**src/hw/rtl/ispu_pkg.sv**
```systemverilog
package ispu_pkg;
    localparam logic [1:0] KIND_INSERT   = 2'd0;
    localparam logic [1:0] KIND_ERASE    = 2'd1;
    localparam logic [1:0] KIND_CONTAINS = 2'd2;
    localparam logic [1:0] KIND_RANK     = 2'd3;

    localparam logic [1:0] ST_OK   = 2'd0;
    localparam logic [1:0] ST_FULL = 2'd1;
    localparam logic [1:0] ST_RANK = 2'd2;

    typedef struct packed {
        logic        changed;
        logic        member;
        logic [31:0] element;
        logic [32:0] set_size;
        logic [1:0]  status;
    } t_result;
endpackage

```
**src/hw/rtl/ispu_store.sv**
```systemverilog
// Interval store: one memory for each bound, one read port and one write port each.
module ispu_store #(
    parameter int MAX_INTERVALS = 16,
    parameter int AW = 4
) (
    input  logic          i_clk,
    input  logic          i_we,
    input  logic [AW-1:0] i_waddr,
    input  logic [31:0]   i_wlow,
    input  logic [31:0]   i_whigh,
    input  logic [AW-1:0] i_raddr,
    output logic [31:0]   o_rlow,
    output logic [31:0]   o_rhigh
);
    logic [31:0] r_low  [MAX_INTERVALS];
    logic [31:0] r_high [MAX_INTERVALS];

    always_ff @(posedge i_clk) begin
        if (i_we) begin
            r_low[i_waddr]  <= i_wlow;
            r_high[i_waddr] <= i_whigh;
        end
        o_rlow  <= r_low[i_raddr];
        o_rhigh <= r_high[i_raddr];
    end
endmodule

```
**src/hw/rtl/interval_set_point_update_core.sv**
```systemverilog
// Channel | Direction | Beat fields
// in      | input     | i_kind, i_value, i_rank
// out     | output    | o_changed, o_member, o_element, o_set_size, o_status
//
// One request at a time. The scan reads one stored interval per pass through S_RD and S_CHK
// by way of the registered read port, and a shift moves one entry per pass through S_MVRD and
// S_MVWR. The scan stops at the insertion point, and the shift runs between that point and
// the last stored interval.
// Synchronous reset empties the set; stored bounds are only read below the count.
// o_stall stays high from the input beat until the result beat has left.
module interval_set_point_update_core #(
    parameter int MAX_INTERVALS = 16
) (
    input  logic        i_clk,
    input  logic        i_rst_n,
    input  logic        i_valid,
    output logic        o_stall,
    input  logic [1:0]  i_kind,
    input  logic signed [31:0] i_value,
    input  logic [31:0] i_rank,
    output logic        o_valid,
    input  logic        i_stall,
    output logic        o_changed,
    output logic        o_member,
    output logic signed [31:0] o_element,
    output logic [32:0] o_set_size,
    output logic [1:0]  o_status
);
    import ispu_pkg::*;

    localparam int AW = (MAX_INTERVALS > 1) ? $clog2(MAX_INTERVALS) : 1;
    localparam int CW = $clog2(MAX_INTERVALS + 1);
    localparam logic [CW-1:0] CAP = CW'(MAX_INTERVALS);

    localparam logic [2:0] S_IDLE  = 3'd0;
    localparam logic [2:0] S_RD    = 3'd1;
    localparam logic [2:0] S_CHK   = 3'd2;
    localparam logic [2:0] S_ACT   = 3'd3;
    localparam logic [2:0] S_MVRD  = 3'd4;
    localparam logic [2:0] S_MVWR  = 3'd5;
    localparam logic [2:0] S_WR    = 3'd6;
    localparam logic [2:0] S_DONE  = 3'd7;

    logic [2:0]  r_state;
    logic [1:0]  r_kind;
    logic signed [32:0] r_x;
    logic [32:0] r_rank;
    logic [CW-1:0] r_cnt, r_p, r_k, r_end;
    logic [32:0] r_total;
    // previous interval (p-1) and next interval (p) as seen by the scan
    logic        r_hv, r_nv;
    logic signed [32:0] r_plo, r_phi, r_nlo, r_nhi;
    // shift direction: 1 opens a slot (moves up), 0 closes one (moves down)
    logic        r_up;
    logic        r_wr, r_w2;
    logic [AW-1:0] r_wa, r_wa2;
    logic [31:0] r_wlo, r_whi, r_wlo2, r_whi2;
    logic        r_ov;
    t_result     r_res;

    logic          we;
    logic [AW-1:0] waddr, raddr;
    logic [31:0]   wlo, whi, rlo, rhi;

    ispu_store #(.MAX_INTERVALS(MAX_INTERVALS), .AW(AW)) u_store (
        .i_clk(i_clk), .i_we(we), .i_waddr(waddr), .i_wlow(wlo), .i_whigh(whi),
        .i_raddr(raddr), .o_rlow(rlo), .o_rhigh(rhi)
    );

    logic signed [32:0] clo, chi, xm1, xp1, elem_sum;
    logic [32:0] span;
    logic prev_in, prev_adj, up_adj, is_full;
    assign clo  = {rlo[31], rlo};
    assign chi  = {rhi[31], rhi};
    assign xm1  = r_x - 33'sd1;
    assign xp1  = r_x + 33'sd1;
    assign span = $unsigned(chi - clo) + 33'd1;
    assign elem_sum = clo + $signed(r_rank);
    // Neighbor tests run at 33 bits, so the extreme values never wrap.
    assign prev_in  = r_hv && (r_phi >= r_x);
    assign prev_adj = r_hv && (r_phi == xm1);
    assign up_adj   = r_nv && (r_nlo == xp1);
    assign is_full  = (r_cnt >= CAP);

    always_comb begin
        we = 1'b0; waddr = r_wa; wlo = r_wlo; whi = r_whi;
        raddr = r_k[AW-1:0];
        if (r_state == S_MVWR) begin
            we = 1'b1;
            wlo = rlo; whi = rhi;
            waddr = r_up ? AW'(r_k + 1'b1) : AW'(r_k - 1'b1);
        end else if (r_state == S_WR) begin
            we = 1'b1;
        end
    end

    assign o_stall   = (r_state != S_IDLE) || r_ov;
    assign o_valid   = r_ov;
    assign o_changed = r_res.changed;
    assign o_member  = r_res.member;
    assign o_element = r_res.element;
    assign o_set_size = r_res.set_size;
    assign o_status  = r_res.status;

    always_ff @(posedge i_clk) begin
        if (!i_rst_n) begin
            r_state <= S_IDLE;
            r_cnt   <= '0;
            r_total <= '0;
            r_ov    <= 1'b0;
        end else begin
            if (r_state == S_DONE) begin
                r_ov <= 1'b1;
            end else if (!i_stall) begin
                r_ov <= 1'b0;
            end
            unique case (r_state)
                S_IDLE: begin
                    if (i_valid && !r_ov) begin
                        r_kind <= i_kind;
                        r_x    <= {i_value[31], i_value};
                        r_rank <= {1'b0, i_rank};
                        r_k    <= '0;
                        r_hv   <= 1'b0;
                        r_nv   <= 1'b0;
                        r_w2   <= 1'b0;
                        r_res  <= '{changed: 1'b0, member: 1'b0, element: 32'd0,
                                    set_size: r_total, status: ST_OK};
                        r_state <= S_RD;
                    end
                end
                S_RD: begin
                    if (r_kind == KIND_RANK && r_rank >= r_total) begin
                        r_res.status <= ST_RANK;
                        r_state <= S_DONE;
                    end else if (r_k >= r_cnt) begin
                        r_p <= r_k;
                        r_state <= S_ACT;
                    end else begin
                        r_state <= S_CHK;
                    end
                end
                S_CHK: begin
                    if (r_kind == KIND_RANK) begin
                        if (r_rank < span) begin
                            r_res.element <= elem_sum[31:0];
                            r_state <= S_DONE;
                        end else begin
                            r_rank <= r_rank - span;
                            r_k <= r_k + 1'b1;
                            r_state <= S_RD;
                        end
                    end else if (clo <= r_x) begin
                        r_hv  <= 1'b1;
                        r_plo <= clo;
                        r_phi <= chi;
                        r_k   <= r_k + 1'b1;
                        r_state <= S_RD;
                    end else begin
                        // First interval above the value: keep it as the upper neighbor.
                        r_nv  <= 1'b1;
                        r_nlo <= clo;
                        r_nhi <= chi;
                        r_p   <= r_k;
                        r_state <= S_ACT;
                    end
                end
                S_ACT: begin
                    case (r_kind)
                        KIND_CONTAINS: begin
                            r_res.member <= prev_in;
                            r_state <= S_DONE;
                        end
                        KIND_INSERT: begin
                            if (prev_in) begin
                                r_state <= S_DONE;
                            end else if (prev_adj && up_adj) begin
                                // Join p-1 and p: close slot p, then write the joined interval into p-1.
                                r_wa <= AW'(r_p - 1'b1);
                                r_wlo <= r_plo[31:0]; r_whi <= r_nhi[31:0];
                                r_wr <= 1'b1;
                                r_up <= 1'b0; r_k <= r_p + 1'b1; r_end <= r_cnt - 1'b1;
                                r_cnt <= r_cnt - 1'b1;
                                r_res.changed <= 1'b1;
                                r_total <= r_total + 1'b1;
                                r_res.set_size <= r_total + 1'b1;
                                r_state <= (r_p + 1'b1 == r_cnt) ? S_WR : S_MVRD;
                            end else if (prev_adj) begin
                                r_wa <= AW'(r_p - 1'b1);
                                r_wlo <= r_plo[31:0]; r_whi <= r_x[31:0];
                                r_res.changed <= 1'b1;
                                r_total <= r_total + 1'b1;
                                r_res.set_size <= r_total + 1'b1;
                                r_state <= S_WR;
                            end else if (up_adj) begin
                                r_wa <= AW'(r_p);
                                r_wlo <= r_x[31:0]; r_whi <= r_nhi[31:0];
                                r_res.changed <= 1'b1;
                                r_total <= r_total + 1'b1;
                                r_res.set_size <= r_total + 1'b1;
                                r_state <= S_WR;
                            end else if (is_full) begin
                                r_res.status <= ST_FULL;
                                r_state <= S_DONE;
                            end else begin
                                // Open slot p for a single-value interval.
                                r_wa <= AW'(r_p);
                                r_wlo <= r_x[31:0]; r_whi <= r_x[31:0];
                                r_wr <= 1'b1;
                                r_up <= 1'b1; r_k <= r_cnt - 1'b1; r_end <= r_p;
                                r_cnt <= r_cnt + 1'b1;
                                r_res.changed <= 1'b1;
                                r_total <= r_total + 1'b1;
                                r_res.set_size <= r_total + 1'b1;
                                r_state <= (r_p == r_cnt) ? S_WR : S_MVRD;
                            end
                        end
                        KIND_ERASE: begin
                            if (!prev_in) begin
                                r_state <= S_DONE;
                            end else if (r_phi == r_x && r_plo == r_x) begin
                                // Drop interval p-1 by closing its slot.
                                r_wr <= 1'b0;
                                r_up <= 1'b0; r_k <= r_p; r_end <= r_cnt - 1'b1;
                                r_cnt <= r_cnt - 1'b1;
                                r_res.changed <= 1'b1;
                                r_total <= r_total - 1'b1;
                                r_res.set_size <= r_total - 1'b1;
                                r_state <= (r_p == r_cnt) ? S_DONE : S_MVRD;
                            end else if (r_phi == r_x || r_plo == r_x) begin
                                r_wa <= AW'(r_p - 1'b1);
                                r_wlo <= (r_plo == r_x) ? xp1[31:0] : r_plo[31:0];
                                r_whi <= (r_phi == r_x) ? xm1[31:0] : r_phi[31:0];
                                r_res.changed <= 1'b1;
                                r_total <= r_total - 1'b1;
                                r_res.set_size <= r_total - 1'b1;
                                r_state <= S_WR;
                            end else if (is_full) begin
                                r_res.status <= ST_FULL;
                                r_state <= S_DONE;
                            end else begin
                                // Split: open slot p for the upper part, then trim p-1.
                                r_wa <= AW'(r_p);
                                r_wlo <= xp1[31:0]; r_whi <= r_phi[31:0];
                                r_wa2 <= AW'(r_p - 1'b1);
                                r_wlo2 <= r_plo[31:0]; r_whi2 <= xm1[31:0];
                                r_wr <= 1'b1; r_w2 <= 1'b1;
                                r_up <= 1'b1; r_k <= r_cnt - 1'b1; r_end <= r_p;
                                r_cnt <= r_cnt + 1'b1;
                                r_res.changed <= 1'b1;
                                r_total <= r_total - 1'b1;
                                r_res.set_size <= r_total - 1'b1;
                                r_state <= (r_p == r_cnt) ? S_WR : S_MVRD;
                            end
                        end
                        default: r_state <= S_DONE;
                    endcase
                end
                S_MVRD: r_state <= S_MVWR;
                S_MVWR: begin
                    if (r_k == r_end) begin
                        r_state <= r_wr ? S_WR : S_DONE;
                    end else begin
                        r_k <= r_up ? r_k - 1'b1 : r_k + 1'b1;
                        r_state <= S_MVRD;
                    end
                end
                S_WR: begin
                    if (r_w2) begin
                        r_wa <= r_wa2; r_wlo <= r_wlo2; r_whi <= r_whi2;
                        r_w2 <= 1'b0;
                        r_state <= S_WR;
                    end else begin
                        r_state <= S_DONE;
                    end
                end
                S_DONE: r_state <= S_IDLE;
            endcase
        end
    end
endmodule

```
**config.mk**
```make
export PLATFORM = sky130hd
export DESIGN_NAME = interval_set_point_update_core
export DESIGN_NICKNAME = d
export VERILOG_FILES = /design/src/hw/rtl/ispu_pkg.sv /design/src/hw/rtl/ispu_store.sv /design/src/hw/rtl/interval_set_point_update_core.sv
export SDC_FILE = /design/constraint.sdc
export NUM_CORES = 2
export LEC_CHECK = 0
export BUFFER_PORTS_ARGS = -buffer_cell sky130_fd_sc_hd__buf_2
export CORE_MARGIN = 8
export CORE_UTILIZATION = 46
export CTS_BUF_LIST = sky130_fd_sc_hd__clkbuf_8 sky130_fd_sc_hd__clkbuf_16
export DETAILED_ROUTE_END_ITERATION = 8
export GPL_ROUTABILITY_DRIVEN = 0
export PLACE_DENSITY = 0.6
export REMOVE_ABC_BUFFERS = 1
export SYNTH_ARGS = -nofsm -noshare
export SYNTH_HDL_FRONTEND = slang
export SYNTH_SLANG_ARGS = --single-unit
export TNS_END_PERCENT = 20
```
**constraint.sdc**
```tcl
create_clock -name i_clk -period 9.01 [get_ports i_clk]
set_input_delay 1.802 -clock i_clk [delete_from_list [all_inputs] [get_ports i_clk]]
set_output_delay 1.802 -clock i_clk [all_outputs]
set_load 0.05 [all_outputs]
```
==> key figures <==
Setup path
  – Crit path DAT: 7.45 ns
  – Critical Path Source Type: flip-flop
  – Worst path required time: 9.45 ns
  – Cell count along the critical path: 26
  – Cell at the slowest stage of the critical path: nor2_4
  – Worst path bufs/invs: 2
  – CP Class: flip-flop to flip-flop
  – CP most frequent cell: o21ai_0
  – Crit path max-delay family: compound AO/OA/AOI/OAI gates
  – Reg2reg path depth: 26
  – CP Capture Type: flip-flop
  – CP max FO: 32
  – Max stage delay on crit path: 0.78 ns

Final layout
  – Layout cells sized above 1: 18.5%
  – Post-Layout Cell Count: 7391
  – Fillers: 13000
  – Syn-to-layout area delta: 12.7%
  – Area of the multi-input gates: 25800 µm²
  – Sequential Area: 45500 µm²
  – Nets: 5519

CTS
  – Clk slew on worst S/H paths: 0.06 ns
  – Post-cts resize count: 0
  – Clock Sinks: 1550
  – CTS Buf Count: 165
  – Root buffer cell: clkbuf_16
  – CTS tree: built
  – Hold Buf Count CTS: 0
  – Postcts setup bufs: 0
  – Clock Latency Late Sink: 0.83 ns
  – Longest Clk Path Bufs: 3
  – Htree depth: 4

Synthesis
  – Ys flop type: edfxtp_1
  – Mapped Area: 72600 µm²
  – Post-synth EDFFs: 1444
  – Ys async rst share: 0%
  – Mapped Cells: 4970
  – Yosys warnings: 0
  – Sequential area share after synthesis: 62.6%
  – Count of cell types in the netlist: 88
  – Synthesized area per cell: 14.6 µm²
  – Yosys reg bits: 1550

Outcome
  – Status: finished, final reports clean

Floorplan
  – Initial core utilization: 46.1%
  – Die width: 413 µm
  – # rows: 146
  – Top Ports: 141
  – Core area: 158000 µm²
  – Die height: 413 µm
  – Die area: 171000 µm²

Drt
  – DR vias/cell: 6.15
  – Wirelength, routed: 213000 µm
  – DR vias: 45500
  – Wire length per cell: 28.8 µm
  – Starting DRT DRC Count: 5378
  – DRC viols: 0
  – Detail Route Antenna Nets: 0
  – DRT Pass-1 Iters: 6

Pwr
  – Worst IR Drop VDD: 0.214 mV
  – Pwr dens: 312 nW/µm²
  – Static leakage: 28.1 nW

STA
  – Max Clock Freq: 143 MHz
  – RSZ-0062 raised after global routing: no
  – Max Slew Vio Count: 0
  – Worst Max-Slew Pin Slew: 1.18 ns
  – Final setup violation count: 0
  – Final cycle utilization of the critical path: 77.8%
  – Final Skew: 0.0558 ns
  – Fin Hold WS: 0.478 ns
  – Max_slew headroom: 20.5%
  – Post-route setup slack: 2.00 ns
  – Min cycle time layout: 7.01 ns
  – Final-report hold violation count: 0

Worst hold path
  – Hold WC Path Type: flip-flop to flip-flop
  – WHS Path Cells: 0

Global route
  – Largest net degree at the start of global routing: 115
  – Total overflow reported by the global router: 0
  – Initial antenna violation count: 6
  – Aggregate global-route resource usage: 24.5%
  – First-pass GRT wire length: 307000 µm
  – Number of global-route vias before repair: 44500

Place
  – DP HPWL: 141000 µm
  – Number of port buffers: 140
  – Post-Place Cells: 7080
  – Place WS: 2.02 ns

Flow run
  – Max_cap viols: 0
## sequential cells by signal, summed over array words and instances (netlist names), 33 cells and up
register,cells
u_store.r_low,512
r_rank,33
o_set_size,33
r_total,33
u_store.r_high,512
## path summary, 6_finish.rpt
kind | from | to | slack (ns)
worst max-delay path | u_store.o_rlow[1] | o_element[2] | 2.00
worst min-delay path | r_plo[26] | r_wlo2[26] | 0.48
worst max register to register | u_store.o_rlow[1] | o_element[2] | 2.00
worst min register to register | r_plo[26] | r_wlo2[26] | 0.48
## per-layer routing
layer	vias to the layer above	GRT usage, %	share of wire (%)
li1	19900	-	-
met1	23100	34.6	43
met2	2034	37.8	45
met3	401	5.18	8.4
met4	2	8.55	3.6
met5	-	0	0.0061
## through the flow
stage               setup TNS (ns)  util, %  total power (W)  area [µm²]
CTS                              0     51.9           0.0255       81800
detailed placement               0     48.4           0.0187       76300
global placement                 0     48.4           0.0186       76300
finish                           0     51.9           0.0255       81800
floorplan                 -6134.56        -           0.0165       71700
global route                     0     51.9           0.0268       81800
## worst reg2reg max path, delay by kind of cell, from the launching register on
kind / cells / cell delay, ns
adders and majority gates: 4 / 1.02
xor gates and xnor gates: 1 / 0.17
buffers and inverters: 2 / 0.12
AOI/OAI and AO/OA: 14 / 3.69
and+or+nand+nor: 5 / 1.22
DFF: 1 / 0.39
## cells in the final DEF, fill, tap and decap left out, types with 26 or more instances in the layout
cell type	instances
a211oi_1	37
a21o_1	105
mux2_2	61
nor2_1	225
xnor2_1	136
nand3_1	79
dfxtp_1	106
and2_1	42
a31oi_1	31
o21ai_0	265
clkinv_2	37
nor3_1	76
clkbuf_16	168
mux4_2	320
nand4_1	67
nand2_1	339
clkinv_1	26
edfxtp_1	1444
mux2i_1	65
nand2b_1	42
nor4_1	46
buf_4	132
ha_1	270
inv_1	197
or3_1	26
buf_2	140
o31ai_1	34
nor2b_1	28
o211ai_1	29
a21oi_1	213
xor2_1	121
## kinds of logic after synthesis
kind of cell    share of synthesized area [%]
compound gates                           8.02
flops                                    62.6
mux                                      11.8
fa+ha+maj                                4.76
simple gates                             7.50
xor+xnor                                 3.16
buf+inv                                  2.15
## final cells by class
cell class                 instances  area share, %
antenna                            2        0.00612
clock buffer                     177           5.29
clock inverter                   132           1.44
inverter                         169          0.776
multi-input combinational       3014           31.6
sequential                      1550           55.6
tap                             2072           3.17
timing repair buffer             275           2.14
## synth_stat cells, types with 35 or more instances
library cell,n,share of area (%)
a211oi_1,38,0.39
a21o_1,105,1.1
a21oi_1,215,1.5
and2_1,43,0.37
buf_1,35,0.18
clkbuf_1,188,0.97
dfxtp_1,106,2.9
edfxtp_1,1444,60
ha_1,270,4.7
inv_1,156,0.81
mux2_2,61,0.95
mux2i_1,65,0.90
mux4_2,320,9.9
nand2_1,342,1.8
nand2b_1,43,0.37
nand3_1,79,0.54
nand4_1,67,0.58
nor2_1,246,1.3
nor3_1,78,0.54
nor4_1,49,0.42
o21ai_0,266,1.8
xnor2_1,136,1.6
xor2_1,121,1.5
## power breakdown
| part | total, W | internal, W | switching [W] | leakage [nW] |
|---|---|---|---|---|
| clock network | 0.00682 | 0.00388 | 0.00294 | 2.85 |
| registers | 0.00926 | 0.00853 | 0.000734 | 13.9 |
| logic | 0.00942 | 0.00393 | 0.00550 | 11.3 |
(Power assumes the default switching activity.)
